--- src/rtl/core/rbsd_pkg.sv ---
// ----------------------------------------------------------------------------
// rbsd_pkg: shared types and constants of the rx buffer snap deframer
// Request/response payloads, front-to-back command entry and frame constants.
// ----------------------------------------------------------------------------
package rbsd_pkg;

   localparam int MAX_FRAME_BYTES = 1600;
   localparam int BUFFER_BYTES    = 4096;

   localparam int HDR_BYTES      = 4;
   localparam int DESC_BYTES     = 20;
   localparam int HEAD_BYTES     = 22;
   localparam int EARLY_BYTES    = 10;
   localparam int MAC_BYTES      = 12;
   localparam int SNAP_POS       = 14;
   localparam int SNAP_LEN       = 6;
   localparam int ETYPE_POS      = 20;
   localparam int ETH_HEAD_ITEMS = 14;

   localparam logic [15:0] EAPOL_TYPE = 16'h888E;
   localparam logic [SNAP_LEN-1:0][7:0] SNAP_HDR =
      {8'h00, 8'h00, 8'h00, 8'h03, 8'hAA, 8'hAA};

   localparam int CNT_W   = $clog2(BUFFER_BYTES + 1);
   localparam int LEN_W   = $clog2(MAX_FRAME_BYTES + 1);
   localparam int POS_W   = (CNT_W > LEN_W) ? CNT_W : LEN_W;
   localparam int EIDX_W  = $clog2(EARLY_BYTES - 1);
   localparam int EV_W    = $clog2(EARLY_BYTES);
   localparam int HIDX_W  = $clog2(HEAD_BYTES - 1);
   localparam int BURST_W = $clog2(ETH_HEAD_ITEMS + 1);

   localparam int Q_DEPTH = 4;
   localparam int Q_PTR_W = $clog2(Q_DEPTH);
   localparam int Q_CNT_W = $clog2(Q_DEPTH + 1);

   typedef enum logic [1:0] {
      KIND_ETH     = 2'd0,
      KIND_EAPOL   = 2'd1,
      KIND_VERDICT = 2'd2
   } kind_type;

   typedef enum logic [2:0] {
      VERD_DATA  = 3'd0,
      VERD_EAPOL = 3'd1,
      VERD_BAD   = 3'd2,
      VERD_SHORT = 3'd3,
      VERD_TRUNC = 3'd4
   } verdict_type;

   typedef enum logic [7:0] {
      PH_HEADER     = 8'b0000_0001,
      PH_HEAD       = 8'b0000_0010,
      PH_ETH        = 8'b0000_0100,
      PH_EAPOL      = 8'b0000_1000,
      PH_DONE_DATA  = 8'b0001_0000,
      PH_DONE_EAPOL = 8'b0010_0000,
      PH_DONE_BAD   = 8'b0100_0000,
      PH_DONE_SHORT = 8'b1000_0000
   } phase_type;

   typedef struct packed {
      logic [7:0] data_byte;
      logic       last_byte;
   } req_type;

   typedef struct packed {
      logic [7:0]  out_byte;
      kind_type    item_kind;
      verdict_type verdict;
   } rsp_type;

   typedef struct packed {
      logic        has_head;
      logic        has_byte;
      logic [7:0]  byte_val;
      kind_type    byte_kind;
      logic        has_verdict;
      verdict_type verdict;
   } cmd_type;

   typedef logic [ETH_HEAD_ITEMS-1:0][7:0] head_bytes_type;

endpackage

--- src/rtl/core/rbsd_front.sv ---
// ----------------------------------------------------------------------------
// rbsd_front: buffer parser
// Takes one buffer byte per cycle unless the queue or head hold stalls, checks
// header bounds and snap header; each byte gives at most one command entry.
// ----------------------------------------------------------------------------
module rbsd_front (
   input  logic                    clock,
   input  logic                    reset,
   input  logic                    req_valid,
   output logic                    req_ready,
   input  rbsd_pkg::req_type       req_data,
   input  logic                    q_full,
   output logic                    push,
   output rbsd_pkg::cmd_type       push_cmd,
   output rbsd_pkg::head_bytes_type hold_bytes,
   input  logic                    hold_take
);

   rbsd_pkg::phase_type phase_ff, phase_in, phase_mid;
   logic [rbsd_pkg::CNT_W-1:0] byte_count_ff, byte_count_in;
   logic [rbsd_pkg::CNT_W-1:0] start_ff, start_in;
   logic [rbsd_pkg::LEN_W-1:0] packet_length_ff, packet_length_in;
   logic [7:0] early_ff [rbsd_pkg::EARLY_BYTES-1];
   logic [7:0] early_in [rbsd_pkg::EARLY_BYTES-1];
   logic [7:0] frame_head_ff [rbsd_pkg::HEAD_BYTES-1];
   logic [7:0] frame_head_in [rbsd_pkg::HEAD_BYTES-1];
   logic [7:0] ev [rbsd_pkg::EARLY_BYTES];
   rbsd_pkg::head_bytes_type hold_ff, hold_in;
   logic hold_busy_ff, hold_busy_in;

   logic [7:0] b;
   logic accept, p_ok, in_frame, head_hit, head_end, strm_hit, strm_end, snap_ok;
   logic [rbsd_pkg::CNT_W-1:0] fp;
   logic [15:0] blen, plen_w, off_w, etype;
   logic [17:0] span, span_hdr;
   logic hdr_bad, hdr_short, len_is_head;

   assign b         = req_data.data_byte;
   assign p_ok      = byte_count_ff < rbsd_pkg::CNT_W'(rbsd_pkg::BUFFER_BYTES);
   assign in_frame  = byte_count_ff >= start_ff;
   assign fp        = byte_count_ff - start_ff;
   assign head_hit  = (phase_ff == rbsd_pkg::PH_HEAD) && p_ok && in_frame &&
                      (fp < rbsd_pkg::CNT_W'(rbsd_pkg::HEAD_BYTES));
   assign head_end  = head_hit && (fp == rbsd_pkg::CNT_W'(rbsd_pkg::HEAD_BYTES - 1));
   assign strm_hit  = ((phase_ff == rbsd_pkg::PH_ETH) || (phase_ff == rbsd_pkg::PH_EAPOL)) &&
                      p_ok && in_frame &&
                      (rbsd_pkg::POS_W'(fp) < rbsd_pkg::POS_W'(packet_length_ff));
   assign strm_end  = rbsd_pkg::POS_W'(fp) ==
                      (rbsd_pkg::POS_W'(packet_length_ff) - rbsd_pkg::POS_W'(1));
   assign len_is_head = packet_length_ff == rbsd_pkg::LEN_W'(rbsd_pkg::HEAD_BYTES);

   assign req_ready = !q_full && !(head_end && hold_busy_ff);
   assign accept    = req_valid && req_ready;
   assign hold_bytes = hold_ff;

   // header fields, the offset high byte is the byte arriving now
   assign blen     = {early_ff[1], early_ff[0]};
   assign plen_w   = {early_ff[7], early_ff[6]};
   assign off_w    = {b, early_ff[8]};
   assign span     = 18'(off_w) + 18'(plen_w);
   assign span_hdr = span + 18'(rbsd_pkg::HDR_BYTES);
   assign hdr_bad  = (blen < 16'(rbsd_pkg::HDR_BYTES + rbsd_pkg::DESC_BYTES)) ||
                     (plen_w == 16'd0) ||
                     (plen_w > 16'(rbsd_pkg::MAX_FRAME_BYTES)) ||
                     (span > (18'(blen) - 18'(rbsd_pkg::HDR_BYTES))) ||
                     (span_hdr > 18'(rbsd_pkg::BUFFER_BYTES));
   assign hdr_short = plen_w < 16'(rbsd_pkg::HEAD_BYTES);

   assign etype = {frame_head_ff[rbsd_pkg::ETYPE_POS], b};

   always_comb begin
      snap_ok = 1'b1;
      for (int k = 0; k < rbsd_pkg::SNAP_LEN; k++) begin
         if (frame_head_ff[rbsd_pkg::SNAP_POS + k] != rbsd_pkg::SNAP_HDR[k]) begin
            snap_ok = 1'b0;
         end
      end
   end

   always_comb begin
      for (int k = 0; k < rbsd_pkg::EARLY_BYTES - 1; k++) begin
         ev[k] = early_ff[k];
      end
      ev[rbsd_pkg::EARLY_BYTES-1] = b;
   end

   always_comb begin
      phase_in         = phase_ff;
      phase_mid        = phase_ff;
      byte_count_in    = byte_count_ff;
      start_in         = start_ff;
      packet_length_in = packet_length_ff;
      early_in         = early_ff;
      frame_head_in    = frame_head_ff;
      hold_in          = hold_ff;
      hold_busy_in     = hold_busy_ff;
      push_cmd         = '0;
      if (hold_take) begin
         hold_busy_in = 1'b0;
      end
      if (accept) begin
         case (phase_ff)
            rbsd_pkg::PH_HEADER: begin
               if (p_ok && (byte_count_ff < rbsd_pkg::CNT_W'(rbsd_pkg::EARLY_BYTES - 1))) begin
                  early_in[byte_count_ff[rbsd_pkg::EIDX_W-1:0]] = b;
               end
               if (p_ok && (byte_count_ff == rbsd_pkg::CNT_W'(rbsd_pkg::EARLY_BYTES - 1))) begin
                  if (hdr_bad) begin
                     phase_mid = rbsd_pkg::PH_DONE_BAD;
                  end else if (hdr_short) begin
                     phase_mid = rbsd_pkg::PH_DONE_SHORT;
                  end else begin
                     phase_mid        = rbsd_pkg::PH_HEAD;
                     packet_length_in = plen_w[rbsd_pkg::LEN_W-1:0];
                     start_in         = rbsd_pkg::CNT_W'(span_hdr - 18'(plen_w));
                     // frame starting inside the captured bytes
                     for (int j = 0; j < rbsd_pkg::EARLY_BYTES - rbsd_pkg::HDR_BYTES; j++) begin
                        if ((17'(off_w) + 17'(j)) <=
                            17'(rbsd_pkg::EARLY_BYTES - 1 - rbsd_pkg::HDR_BYTES)) begin
                           frame_head_in[j] = ev[rbsd_pkg::EV_W'(rbsd_pkg::HDR_BYTES + j) +
                                                 off_w[rbsd_pkg::EV_W-1:0]];
                        end
                     end
                  end
               end
            end
            rbsd_pkg::PH_HEAD: begin
               if (head_hit && !head_end) begin
                  frame_head_in[fp[rbsd_pkg::HIDX_W-1:0]] = b;
               end
               if (head_end) begin
                  if (!snap_ok) begin
                     phase_mid = rbsd_pkg::PH_DONE_SHORT;
                  end else if (etype == rbsd_pkg::EAPOL_TYPE) begin
                     phase_mid = len_is_head ? rbsd_pkg::PH_DONE_EAPOL : rbsd_pkg::PH_EAPOL;
                  end else begin
                     phase_mid = len_is_head ? rbsd_pkg::PH_DONE_DATA : rbsd_pkg::PH_ETH;
                     push_cmd.has_head = 1'b1;
                     hold_busy_in      = 1'b1;
                     for (int k = 0; k < rbsd_pkg::MAC_BYTES; k++) begin
                        hold_in[k] = frame_head_ff[k];
                     end
                     hold_in[rbsd_pkg::MAC_BYTES]     = frame_head_ff[rbsd_pkg::ETYPE_POS];
                     hold_in[rbsd_pkg::MAC_BYTES + 1] = b;
                  end
               end
            end
            rbsd_pkg::PH_ETH, rbsd_pkg::PH_EAPOL: begin
               if (strm_hit) begin
                  push_cmd.has_byte  = 1'b1;
                  push_cmd.byte_val  = b;
                  push_cmd.byte_kind = (phase_ff == rbsd_pkg::PH_EAPOL) ?
                                       rbsd_pkg::KIND_EAPOL : rbsd_pkg::KIND_ETH;
                  if (strm_end) begin
                     phase_mid = (phase_ff == rbsd_pkg::PH_EAPOL) ?
                                 rbsd_pkg::PH_DONE_EAPOL : rbsd_pkg::PH_DONE_DATA;
                  end
               end
            end
            default: begin
            end
         endcase
         if (req_data.last_byte) begin
            push_cmd.has_verdict = 1'b1;
            case (phase_mid)
               rbsd_pkg::PH_DONE_DATA:  push_cmd.verdict = rbsd_pkg::VERD_DATA;
               rbsd_pkg::PH_DONE_EAPOL: push_cmd.verdict = rbsd_pkg::VERD_EAPOL;
               rbsd_pkg::PH_DONE_BAD:   push_cmd.verdict = rbsd_pkg::VERD_BAD;
               rbsd_pkg::PH_DONE_SHORT: push_cmd.verdict = rbsd_pkg::VERD_SHORT;
               default:                 push_cmd.verdict = rbsd_pkg::VERD_TRUNC;
            endcase
            phase_in      = rbsd_pkg::PH_HEADER;
            byte_count_in = '0;
         end else begin
            phase_in = phase_mid;
            if (p_ok) begin
               byte_count_in = byte_count_ff + rbsd_pkg::CNT_W'(1);
            end
         end
      end
   end

   assign push = accept && (push_cmd.has_head || push_cmd.has_byte || push_cmd.has_verdict);

   always_ff @(posedge clock) begin
      if (reset) begin
         phase_ff         <= rbsd_pkg::PH_HEADER;
         byte_count_ff    <= '0;
         start_ff         <= '0;
         packet_length_ff <= '0;
         hold_busy_ff     <= 1'b0;
      end else begin
         phase_ff         <= phase_in;
         byte_count_ff    <= byte_count_in;
         start_ff         <= start_in;
         packet_length_ff <= packet_length_in;
         hold_busy_ff     <= hold_busy_in;
      end
   end

   always_ff @(posedge clock) begin
      early_ff      <= early_in;
      frame_head_ff <= frame_head_in;
      hold_ff       <= hold_in;
   end

endmodule

--- src/rtl/core/rbsd_queue.sv ---
// ----------------------------------------------------------------------------
// rbsd_queue: command queue
// Short fifo of command entries between the parser and the emitter.
// ----------------------------------------------------------------------------
module rbsd_queue (
   input  logic              clock,
   input  logic              reset,
   input  logic              push,
   input  rbsd_pkg::cmd_type push_cmd,
   output logic              full,
   input  logic              pop,
   output logic              pop_valid,
   output rbsd_pkg::cmd_type pop_cmd
);

   rbsd_pkg::cmd_type entries_ff [rbsd_pkg::Q_DEPTH];
   logic [rbsd_pkg::Q_PTR_W-1:0] wr_ptr_ff, wr_ptr_in, rd_ptr_ff, rd_ptr_in;
   logic [rbsd_pkg::Q_CNT_W-1:0] count_ff, count_in;

   assign full      = count_ff == rbsd_pkg::Q_CNT_W'(rbsd_pkg::Q_DEPTH);
   assign pop_valid = count_ff != '0;
   assign pop_cmd   = entries_ff[rd_ptr_ff];

   always_comb begin
      wr_ptr_in = wr_ptr_ff;
      rd_ptr_in = rd_ptr_ff;
      count_in  = count_ff;
      if (push) begin
         wr_ptr_in = wr_ptr_ff + rbsd_pkg::Q_PTR_W'(1);
      end
      if (pop) begin
         rd_ptr_in = rd_ptr_ff + rbsd_pkg::Q_PTR_W'(1);
      end
      if (push && !pop) begin
         count_in = count_ff + rbsd_pkg::Q_CNT_W'(1);
      end else if (pop && !push) begin
         count_in = count_ff - rbsd_pkg::Q_CNT_W'(1);
      end
   end

   always_ff @(posedge clock) begin
      if (reset) begin
         wr_ptr_ff <= '0;
         rd_ptr_ff <= '0;
         count_ff  <= '0;
      end else begin
         wr_ptr_ff <= wr_ptr_in;
         rd_ptr_ff <= rd_ptr_in;
         count_ff  <= count_in;
      end
   end

   always_ff @(posedge clock) begin
      if (push) begin
         entries_ff[wr_ptr_ff] <= push_cmd;
      end
   end

`ifndef SYNTHESIS
   a_no_push_full: assert property (@(posedge clock) disable iff (reset)
      full |-> (!push || pop))
      else $error("queue written while full");
   a_no_pop_empty: assert property (@(posedge clock) disable iff (reset)
      pop |-> pop_valid)
      else $error("queue read while empty");
   a_count_step: assert property (@(posedge clock) disable iff (reset)
      (push && !pop) |=> (count_ff == $past(count_ff) + rbsd_pkg::Q_CNT_W'(1)))
      else $error("queue count did not follow a write");
`endif

endmodule

--- src/rtl/core/rbsd_back.sv ---
// ----------------------------------------------------------------------------
// rbsd_back: response emitter
// Pops command entries and plays them out as response items: the ethernet
// head burst, a frame or eapol byte, and the end verdict.
// ----------------------------------------------------------------------------
module rbsd_back (
   input  logic                     clock,
   input  logic                     reset,
   input  logic                     q_valid,
   input  rbsd_pkg::cmd_type        q_cmd,
   output logic                     pop,
   input  rbsd_pkg::head_bytes_type hold_bytes,
   output logic                     hold_take,
   output logic                     rsp_valid,
   input  logic                     rsp_ready,
   output rbsd_pkg::rsp_type        rsp_data
);

   logic cur_valid_ff, cur_valid_in;
   logic [rbsd_pkg::BURST_W-1:0] head_left_ff, head_left_in;
   logic byte_pend_ff, byte_pend_in;
   logic [7:0] byte_ff, byte_in;
   rbsd_pkg::kind_type kind_ff, kind_in;
   logic verd_pend_ff, verd_pend_in;
   rbsd_pkg::verdict_type verd_ff, verd_in;
   rbsd_pkg::head_bytes_type burst_ff, burst_in;

   logic [rbsd_pkg::BURST_W:0] items;
   logic out_accept, load;

   assign items = {1'b0, head_left_ff} + (rbsd_pkg::BURST_W + 1)'(byte_pend_ff) +
                  (rbsd_pkg::BURST_W + 1)'(verd_pend_ff);
   assign rsp_valid  = cur_valid_ff;
   assign out_accept = rsp_valid && rsp_ready;
   assign load       = !cur_valid_ff || (out_accept && (items == (rbsd_pkg::BURST_W + 1)'(1)));
   assign pop        = load && q_valid;
   assign hold_take  = pop && q_cmd.has_head;

   always_comb begin
      rsp_data = '0;
      if (head_left_ff != '0) begin
         rsp_data.out_byte  = burst_ff[0];
         rsp_data.item_kind = rbsd_pkg::KIND_ETH;
      end else if (byte_pend_ff) begin
         rsp_data.out_byte  = byte_ff;
         rsp_data.item_kind = kind_ff;
      end else begin
         rsp_data.item_kind = rbsd_pkg::KIND_VERDICT;
         rsp_data.verdict   = verd_ff;
      end
   end

   always_comb begin
      cur_valid_in = cur_valid_ff;
      head_left_in = head_left_ff;
      byte_pend_in = byte_pend_ff;
      byte_in      = byte_ff;
      kind_in      = kind_ff;
      verd_pend_in = verd_pend_ff;
      verd_in      = verd_ff;
      burst_in     = burst_ff;
      if (load) begin
         cur_valid_in = q_valid;
         head_left_in = q_cmd.has_head ? rbsd_pkg::BURST_W'(rbsd_pkg::ETH_HEAD_ITEMS) : '0;
         byte_pend_in = q_valid && q_cmd.has_byte;
         byte_in      = q_cmd.byte_val;
         kind_in      = q_cmd.byte_kind;
         verd_pend_in = q_valid && q_cmd.has_verdict;
         verd_in      = q_cmd.verdict;
         if (!q_valid) begin
            head_left_in = '0;
         end
         if (hold_take) begin
            burst_in = hold_bytes;
         end
      end else if (out_accept) begin
         if (head_left_ff != '0) begin
            head_left_in = head_left_ff - rbsd_pkg::BURST_W'(1);
            burst_in     = {8'h00, burst_ff[rbsd_pkg::ETH_HEAD_ITEMS-1:1]};
         end else if (byte_pend_ff) begin
            byte_pend_in = 1'b0;
         end else begin
            verd_pend_in = 1'b0;
         end
      end
   end

   always_ff @(posedge clock) begin
      if (reset) begin
         cur_valid_ff <= 1'b0;
         head_left_ff <= '0;
         byte_pend_ff <= 1'b0;
         verd_pend_ff <= 1'b0;
      end else begin
         cur_valid_ff <= cur_valid_in;
         head_left_ff <= head_left_in;
         byte_pend_ff <= byte_pend_in;
         verd_pend_ff <= verd_pend_in;
      end
   end

   always_ff @(posedge clock) begin
      byte_ff  <= byte_in;
      kind_ff  <= kind_in;
      verd_ff  <= verd_in;
      burst_ff <= burst_in;
   end

`ifndef SYNTHESIS
   a_busy_has_items: assert property (@(posedge clock) disable iff (reset)
      cur_valid_ff |-> (items != '0))
      else $error("emitter holds an entry with nothing left to send");
   a_burst_bound: assert property (@(posedge clock) disable iff (reset)
      head_left_ff <= rbsd_pkg::BURST_W'(rbsd_pkg::ETH_HEAD_ITEMS))
      else $error("head burst count out of range");
   a_drain_idle: assert property (@(posedge clock) disable iff (reset)
      (out_accept && (items == (rbsd_pkg::BURST_W + 1)'(1)) && !q_valid) |=> !cur_valid_ff)
      else $error("emitter stayed busy after its last item");
`endif

endmodule

--- src/rtl/core/rx_buffer_snap_deframer.sv ---
// ----------------------------------------------------------------------------
// rx_buffer_snap_deframer: llc/snap to ethernet ii receive deframer
// Parses a receive dma buffer byte by byte and emits the ethernet ii frame
// or the eapol payload, followed by one verdict per buffer.
// ----------------------------------------------------------------------------
// usage
//   req channel: one buffer byte per request, last_byte set on the final byte
//   rsp channel: frame bytes (kind 0), eapol bytes (kind 1), then one verdict
//   item (kind 2) per buffer; a byte that causes a result is registered in the
//   command queue and then in the emitter before it shows up on rsp
//   throughput: one request per cycle; the parser never iterates. when the
//   frame head of a non-eapol frame completes, the 14-item ethernet head goes
//   out from the emitter while the 4-entry command queue keeps taking payload
//   bytes; once it is full, req_ready drops until the emitter catches up
//   req_ready also drops if a second head burst comes before the emitter has
//   picked up the first
//   rsp stall: the emitter holds its item and the queue fills, then req_ready
//   falls; nothing is dropped
//   reset: synchronous; clears the parse phase, byte count, queue and emitter.
//   the header and frame-head byte stores are not cleared
// ----------------------------------------------------------------------------
module rx_buffer_snap_deframer (
   input  logic              clock,
   input  logic              reset,
   input  logic              req_valid,
   output logic              req_ready,
   input  rbsd_pkg::req_type req_data,
   output logic              rsp_valid,
   input  logic              rsp_ready,
   output rbsd_pkg::rsp_type rsp_data
);

   logic q_full, push, pop, q_valid, hold_take;
   rbsd_pkg::cmd_type push_cmd, q_cmd;
   rbsd_pkg::head_bytes_type hold_bytes;

   rbsd_front u_front (
      .clock      (clock),
      .reset      (reset),
      .req_valid  (req_valid),
      .req_ready  (req_ready),
      .req_data   (req_data),
      .q_full     (q_full),
      .push       (push),
      .push_cmd   (push_cmd),
      .hold_bytes (hold_bytes),
      .hold_take  (hold_take)
   );

   rbsd_queue u_queue (
      .clock     (clock),
      .reset     (reset),
      .push      (push),
      .push_cmd  (push_cmd),
      .full      (q_full),
      .pop       (pop),
      .pop_valid (q_valid),
      .pop_cmd   (q_cmd)
   );

   rbsd_back u_back (
      .clock      (clock),
      .reset      (reset),
      .q_valid    (q_valid),
      .q_cmd      (q_cmd),
      .pop        (pop),
      .hold_bytes (hold_bytes),
      .hold_take  (hold_take),
      .rsp_valid  (rsp_valid),
      .rsp_ready  (rsp_ready),
      .rsp_data   (rsp_data)
   );

endmodule

--- config.mk ---
export PLATFORM = sky130hd
export DESIGN_NAME = rx_buffer_snap_deframer
export DESIGN_NICKNAME = d
export VERILOG_FILES = /design/src/rtl/core/rbsd_pkg.sv /design/src/rtl/core/rbsd_front.sv /design/src/rtl/core/rbsd_queue.sv /design/src/rtl/core/rbsd_back.sv /design/src/rtl/core/rx_buffer_snap_deframer.sv
export SDC_FILE = /design/constraint.sdc
export NUM_CORES = 1
export LEC_CHECK = 0
export BUFFER_PORTS_ARGS = -buffer_cell sky130_fd_sc_hd__buf_2
export CAP_MARGIN = 40
export CORE_MARGIN = 2
export CORE_UTILIZATION = 65
export CTS_BUF_LIST = sky130_fd_sc_hd__clkbuf_4 sky130_fd_sc_hd__clkbuf_8 sky130_fd_sc_hd__clkbuf_16
export DETAILED_ROUTE_END_ITERATION = 10
export MAX_ROUTING_LAYER = met4
export PLACE_DENSITY = 0.87
export RECOVER_POWER = 50
export SETUP_SLACK_MARGIN = 0.05
export SLEW_MARGIN = 20
export SYNTH_ARGS = -nofsm -noshare
export SYNTH_HDL_FRONTEND = slang
export SYNTH_HIERARCHICAL = 1
export SYNTH_SLANG_ARGS = --single-unit
--- constraint.sdc ---
create_clock -name clock -period 22.9 [get_ports clock]
set_clock_uncertainty 0.15 [all_clocks]
set_input_delay 2.29 -clock clock [delete_from_list [all_inputs] [get_ports clock]]
set_output_delay 2.29 -clock clock [all_outputs]
set_load 0.05 [all_outputs]
# [Word-level counts from Yosys, hierarchy flattened]
# Memories as Yosys holds them, arrays and structs flattened. A register that Yosys moved wholly into a read port is not among the register bits.
# Index checks and enable logic that the tools add are counted.
[totals] register_bits=537 in_bits=13 memories=1 ramBits=64 output_inout_bits=15 word_cells=332
[op_classes] reduce_logical=65 magnitude_cmp=26 bitwise=11 n_mux=100 add_sub_neg=25 n_eq_ne=31
[memory_table] name="u_queue.entries_ff" words=4 width=16 rd=1 rd_ports_with_merged_regs=1 write_ports=1 line_no="rbsd_queue.sv:16" text="rbsd_pkg::cmd_type entries_ff [rbsd_pkg::Q_DEPTH];"
[ops] cell="$mux 112" n=4
[ops] cell="$mux 8" n=31
[ops] cell="$bmux 8 s4" n=6
[ops] cell="$bwmux 168" n=1
[ops] cell="$mux 168" n=1
[ops] cell="$mux 48" n=3
[ops] cell="$pmux 48 s2" n=1
[ops] cell="$le 17x3->1 const B" n=5
[ops] cell="$bwmux 72" n=1
[ops] cell="$reduce_and 7->1" n=6
[ops] cell="$demux 8 s5" n=1
[ops] cell="$ge 5x5->1 const B" n=7
[ops] cell="$not 4->5" n=7
[ops] cell="$add 16x2->17 const B" n=2
[ops] cell="$add 16x3->17 const B" n=2
[ops] cell="$demux 8 s4" n=1
[ops] cell="$lt 16x5->1 const B" n=2
[ops] cell="$mux 1" n=26
[ops] cell="$mux 13" n=2
[ops] cell="$sub 13x13->13" n=2
[ops] cell="$logic_and 1x1->1" n=24
[ops] cell="$mux 4" n=6
[ops] cell="$pmux 8 s3" n=1
[ops] cell="$reduce_bool 8->1" n=3
[ops] cell="65 further kinds" n=113

# [Logic depth before layout (Yosys ltp)]
[depth] word_depth=22 mapped_depth=25 mapped_depth_nobuf=21

# [Cells and area by module]
# Netlist, hierarchy kept.
[by_module_without_submodules] mod="rbsd_front" cells_each=1929 seq_area_each_um2=11010.6 n_inst=1 area_per_inst_um2=21878.5
[by_module_without_submodules] mod="rbsd_back" cells_each=340 seq_area_each_um2=3893.7 n_inst=1 area_per_inst_um2=5709.2
[by_module_without_submodules] mod="rbsd_queue" cells_each=128 seq_area_each_um2=2102.0 n_inst=1 area_per_inst_um2=2776.4

# [Worst setup path before layout]
# Ideal clock, no wire load.
[synth_path] kind="in2reg" startpoint="input rsp_ready" endpoint="register u_back/burst_ff[0] (netlist bit), enable pin" t_arrival_ns=11.045 setup_slack_ns=10.968 stages=7 setup_time_ns=0.737 required_time_ns=22.013 path_cell_list="inv_2 > o41ai_4 > nand2_2 > buf_6 > buf_6 > inv_1 > o21ai_0"
[synth_via] elab_chain_len=7
[synth_rtl] item="start, declared" line_no="rx_buffer_snap_deframer.sv:29" text="input logic rsp_ready,"
[synth_rtl] item="$logic_and 1x1->1 (*)" line_no="rbsd_back.sv:34" text="assign out_accept = rsp_valid && rsp_ready;"
[synth_rtl] item="$logic_and 1x1->1 (*)" line_no="rbsd_back.sv:35" text="assign load = !cur_valid_ff || (out_accept && (items == (rbsd_pkg::BURST_W + 1)'(1)));"
[synth_rtl] item="$logic_or 1x1->1 (*)" line_no="rbsd_back.sv:35"
[synth_rtl] item="net u_back.load" line_no="rbsd_back.sv:29" text="logic out_accept, load;"
[synth_rtl] item="$logic_and 1x1->1" line_no="rbsd_back.sv:36" text="assign pop = load && q_valid;"
[synth_rtl] item="$logic_and 1x1->1" line_no="rbsd_back.sv:37" text="assign hold_take = pop && q_cmd.has_head;"
[synth_rtl] item="$ne 2x2->1 (no source line)"
[synth_rtl] item="$reduce_and 3->1 (no source line) (*)"
[synth_rtl] item="end signal, assigned" line_no="rbsd_back.sv:106" text="burst_ff <= burst_in;"
[synth_rtl] item="end, declared" line_no="rbsd_back.sv:26" text="rbsd_pkg::head_bytes_type burst_ff, burst_in;"
# The timed path passes the listed nets; every way through them passes the cells marked *.
# A chain may end at the register's enable or synchronous reset.

# [Worst setup path in the final report]
[layout_path] startpoint="input req_data[5] (netlist bit)" endpoint="register u_front/start_ff[11] (netlist bit)"
[layout_via] elab_chain_len=6
[layout_rtl] item="start, declared" line_no="rx_buffer_snap_deframer.sv:27" text="input rbsd_pkg::req_type req_data,"
[layout_rtl] item="$add 16x16->17 (*)" line_no="rbsd_front.sv:60" text="assign span = 18'(off_w) + 18'(plen_w);"
[layout_rtl] item="$add 17x3->18 / $gt 18x18->1 (equally long branches)" line_no="rbsd_front.sv:61, rbsd_front.sv:65"
[layout_rtl] item="$gt 18x13->1 / $logic_or 1x1->1 (equally long branches)" line_no="rbsd_front.sv:66, rbsd_front.sv:64"
[layout_rtl] item="$logic_or 1x1->1 (*)" line_no="rbsd_front.sv:65" text="(span > (18'(blen) - 18'(rbsd_pkg::HDR_BYTES))) ||"
[layout_rtl] item="$not 1->1 (no source line) (*)"
[layout_rtl] item="$reduce_and 5->1 (no source line) (*)"
[layout_rtl] item="end signal, assigned" line_no="rbsd_front.sv:195" text="start_ff <= start_in;"
[layout_rtl] item="end, declared" line_no="rbsd_front.sv:21" text="logic [rbsd_pkg::CNT_W-1:0] start_ff, start_in;"
# Mark *: on every way between the ends. The rest lies on a longest branch, timed or not.

==> results.py <==
metrics = {
    "clock_tree": {
        "clkTransAtPathRegs_ns": 0.06,
        "cts_tree": "done",
        "ctsHoldBuffers": 0,
        "numClockSinks": 587,
        "cts_buffers": 56,
        "clk_latency_ns": 0.63,
        "root_buffer": "clkbuf_16",
        "htreeDepth": 2,
        "postCtsSetupBuffers": 0,
        "ctsResizeCount": 0,
        "clk_path_buf_depth": 3,
    },
    "power_and_ir_drop": {
        "clkPwrFrac": 0.324,
        "peakVddDrop_mv": 0.1333,
        "p_sw_uw": 876.1,
        "seqPwrFrac": 0.472,
        "powerDensity_nw_per_um2": 91.72,
        "p_leak_uw": 0.01172,
        "power.share.switching": 0.2888,
        "comb_power_share": 0.203,
        "p_int_uw": 2157,
    },
    "critical_path": {
        "path_cells": "buf_2, clkbuf_1, ha_1, a21oi_1, nand3_1, a41oi_1, nor3_1, xor2_1, ha_1, nand4_1, nor3_1, o31a_1, o41ai_2, nand3_2, mux2_2, a2111oi_2, o221ai_2, nor2_4, nand2_2, or4b_2, nand4_1",
        "required_ns": 23.30,
        "crit_family": "simple AND/OR/NAND/NOR gates",
        "path_buf_inv": 2,
        "arrival_ns": 9.81,
        "start_kind": "primary input",
        "critPathCaptureType": "flip-flop",
        "cp_slowest_stage_delay_ns": 1.95,
        "slowest_stage": "clkbuf_1",
        "critPathMaxFanout": 50,
        "crit_type": "in -> reg",
    },
    "worst_hold_path": {
        "hold_path_class": "reg -> reg",
    },
    "timing": {
        "fin_crit_sh": 0.4110,
        "period_needed_ns": 9.412,
        "rsz0062_at_grt": "false",
        "fmax_mhz": 106.3,
        "slew_headroom": -1.081,
        "drv_slew": 526,
        "setup_viol": 0,
        "hold_viol": 0,
        "worstMarginPinSlew_ns": 3.121,
        "tns_ns": 0,
    },
    "yosys": {
        "ys_types": 110,
        "yosysTopAreaCell": "edfxtp_1",
        "synthCells": 2397,
        "ys_top_cells_by_area": "edfxtp_1 52%, mux4_2 5.1%, dfxtp_1 4.1%, ha_1 4.0%, mux2_2 3.4%",
        "syn_area_per_cell_um2": 12.67,
        "synthArstFlopShare": 0,
        "synth.cell_area_um2": 30360,
        "synth_edf_count": 525,
        "synth_top_area_share": 0.5192,
        "synth_seq_cells": 587,
        "yosys_warnings": 6,
        "synth_nets": 2511,
        "synth-seq-area-share": 0.5601,
        "synth-main-ff-cell": "edfxtp_1",
    },
    "grt": {
        "globalRouteTotalUtil": 0.3557,
        "grt_pass1_vias": 20050,
        "grt-ovfl-total": 0,
        "grt_max_degree": 60,
        "grt_pass1_wl_um": 123800,
        "antenna_found_initial": 3,
    },
    "placement": {
        "dp_cells": 2955,
        "io_buffers": 27,
        "place_area_um2": 31160,
        "hpwlAfterDp_um": 55950,
        "gp_congestion": 0.9728,
    },
    "routing": {
        "drt-wirelength-per-cell_um": 27.15,
        "dr.pass1.iters": 6,
        "avgViaCountPerCell": 6.882,
        "wl_met2_um": 39890,
        "drc_errors": 0,
        "routed_wl_um": 83300,
        "vias": 21110,
        "top_layer": "met4",
        "antenna_left": 0,
        "drtIter0Drc": 3011,
        "wl_met1_um": 31470,
        "wl_met3_um": 7795,
    },
    "status": {
        "status": "finished, violations left",
        "violations": "capacitance limit, slew limit",
    },
    "layout": {
        "drive_above_1_share": 0.1477,
        "fin_area_um2": 33070,
        "synthToLayoutAreaGrowth_pct": 8.925,
        "fin_cells": 3068,
        "nNetsFinal": 2526,
        "fillers": 2912,
    },
    "run": {
        "drv_cap": 12,
    },
    "floorplan": {
        "rows": 79,
        "dieWidth_um": 220.1,
        "dieArea_um2": 48460,
        "pin_count": 28,
        "core_area_um2": 46360,
        "die_y_um": 220.1,
        "initial_core_util": 0.6550,
    },
}
## synthesized netlist by cell type (57+ instances only)
library cell	n
dfxtp_1	62
o21ai_0	75
mux4_2	69
nand3_1	57
nand2_1	199
ha_1	96
mux2_2	93
xnor2_1	57
a21oi_1	97
edfxtp_1	525
inv_1	99
mux2i_1	67
clkbuf_1	84
nor2_1	166
## final cells by class
class / instances / area [µm²] / area share
inverter: 104 / 390.4 / 0.01180
clock inverter: 32 / 407.9 / 0.01233
antenna: 3 / 7.507 / 0.0002270
multi-input combinational: 1579 / 12360 / 0.3737
sequential: 587 / 17010 / 0.5142
timing repair buffer: 84 / 591.8 / 0.01789
tap: 607 / 759.5 / 0.02296
clock buffer: 72 / 1551 / 0.04691
## state kept, by name, summed over array words and instances, names as in the netlist, 3 cells and up, named ones only
| register | cells |
|---|---|
| u_front/frame_head_ff | 144 |
| u_back/burst_ff | 112 |
| u_front/hold_bytes | 112 |
| u_queue/entries_ff | 64 |
| u_front/early_ff | 56 |
| u_front/blen | 16 |
| u_front/byte_count_ff | 13 |
| u_front/start_ff | 13 |
| u_front/packet_length_ff | 11 |
| u_back/byte_ff | 8 |
| u_front/etype | 8 |
| u_front/phase_ff | 8 |
| u_back/head_left_ff | 4 |
| u_back/verd_ff | 3 |
| u_queue/count_ff | 3 |
## path summary, 6_finish.rpt
check	cells past startpoint	end	slack, ns	start
setup reg to reg	12	u_back/burst_ff[107]	14.55	u_back/byte_pend_ff
hold / removal	0	u_front/hold_bytes[6]	0.26	u_front/frame_head_ff[166]
hold reg to reg	0	u_front/hold_bytes[6]	0.26	u_front/frame_head_ff[166]
setup / recovery	21	u_front/start_ff[11]	13.49	req_data[5]
## power by group through the flow
| stage | combinational (µW) | sequential [µW] | clock, µW |
|---|---|---|---|
| detailed placement | 602 | 1450 | 0 |
| floorplan | 461 | 1450 | 0 |
| finish | 617 | 1430 | 984 |
| CTS | 621 | 1430 | 990 |
| global placement | 561 | 1440 | 0 |
| global route | 653 | 1440 | 1030 |
## kinds of logic (layout without fill, tap and decap cells)
family	Yosys count	count (layout)	synth area share
other	1	4	0.0001235
adders and majority gates	101	101	0.04285
muxes	256	256	0.1244
DFF	587	587	0.5601
and+or+nand+nor	726	726	0.1217
buffers and inverters	231	292	0.03152
xor gates and xnor gates	93	93	0.02777
AOI/OAI and AO/OA	402	402	0.09148
## per-layer routing
layer,track usage,vias to the layer above
met5,-,-
li1,-,9167
met3,0.05306,260
met4,0.1553,0
met1,0.4580,10300
met2,0.5674,1388
## layout by cell type (no fill, tap or decap), types with 18 or more instances in the layout
master,count
buf_4,30
buf_2,23
ha_1,96
nor2_1,166
mux2_1,34
clkbuf_1,22
nor4_1,30
nor3b_1,18
o21ai_0,74
o22ai_1,31
inv_1,100
a21oi_1,97
nand3_1,57
and3_1,24
nor2b_1,19
dfxtp_1,62
and2_1,23
xnor2_1,57
mux2_2,74
mux2i_1,67
nand2_1,200
nand2b_1,19
edfxtp_1,525
or3_1,21
nand4_1,40
xor2_1,32
nor3_1,50
clkbuf_16,57
mux4_2,69
## stage by stage
stage	power, µW	hold slack, ns	utilization	setup WS, ns
2_1_floorplan	1912	0.2503	-	10.97
3_3_place_gp	2001	0.2506	0.6679	14.53
3_5_place_dp	2048	0.2545	0.6722	14.53
4_1_cts	3043	0.2668	0.7145	15.16
5_1_grt	3126	0.2724	0.7134	13.04
6_report	3034	0.2641	0.7134	13.49
(Power assumes the default switching activity.)
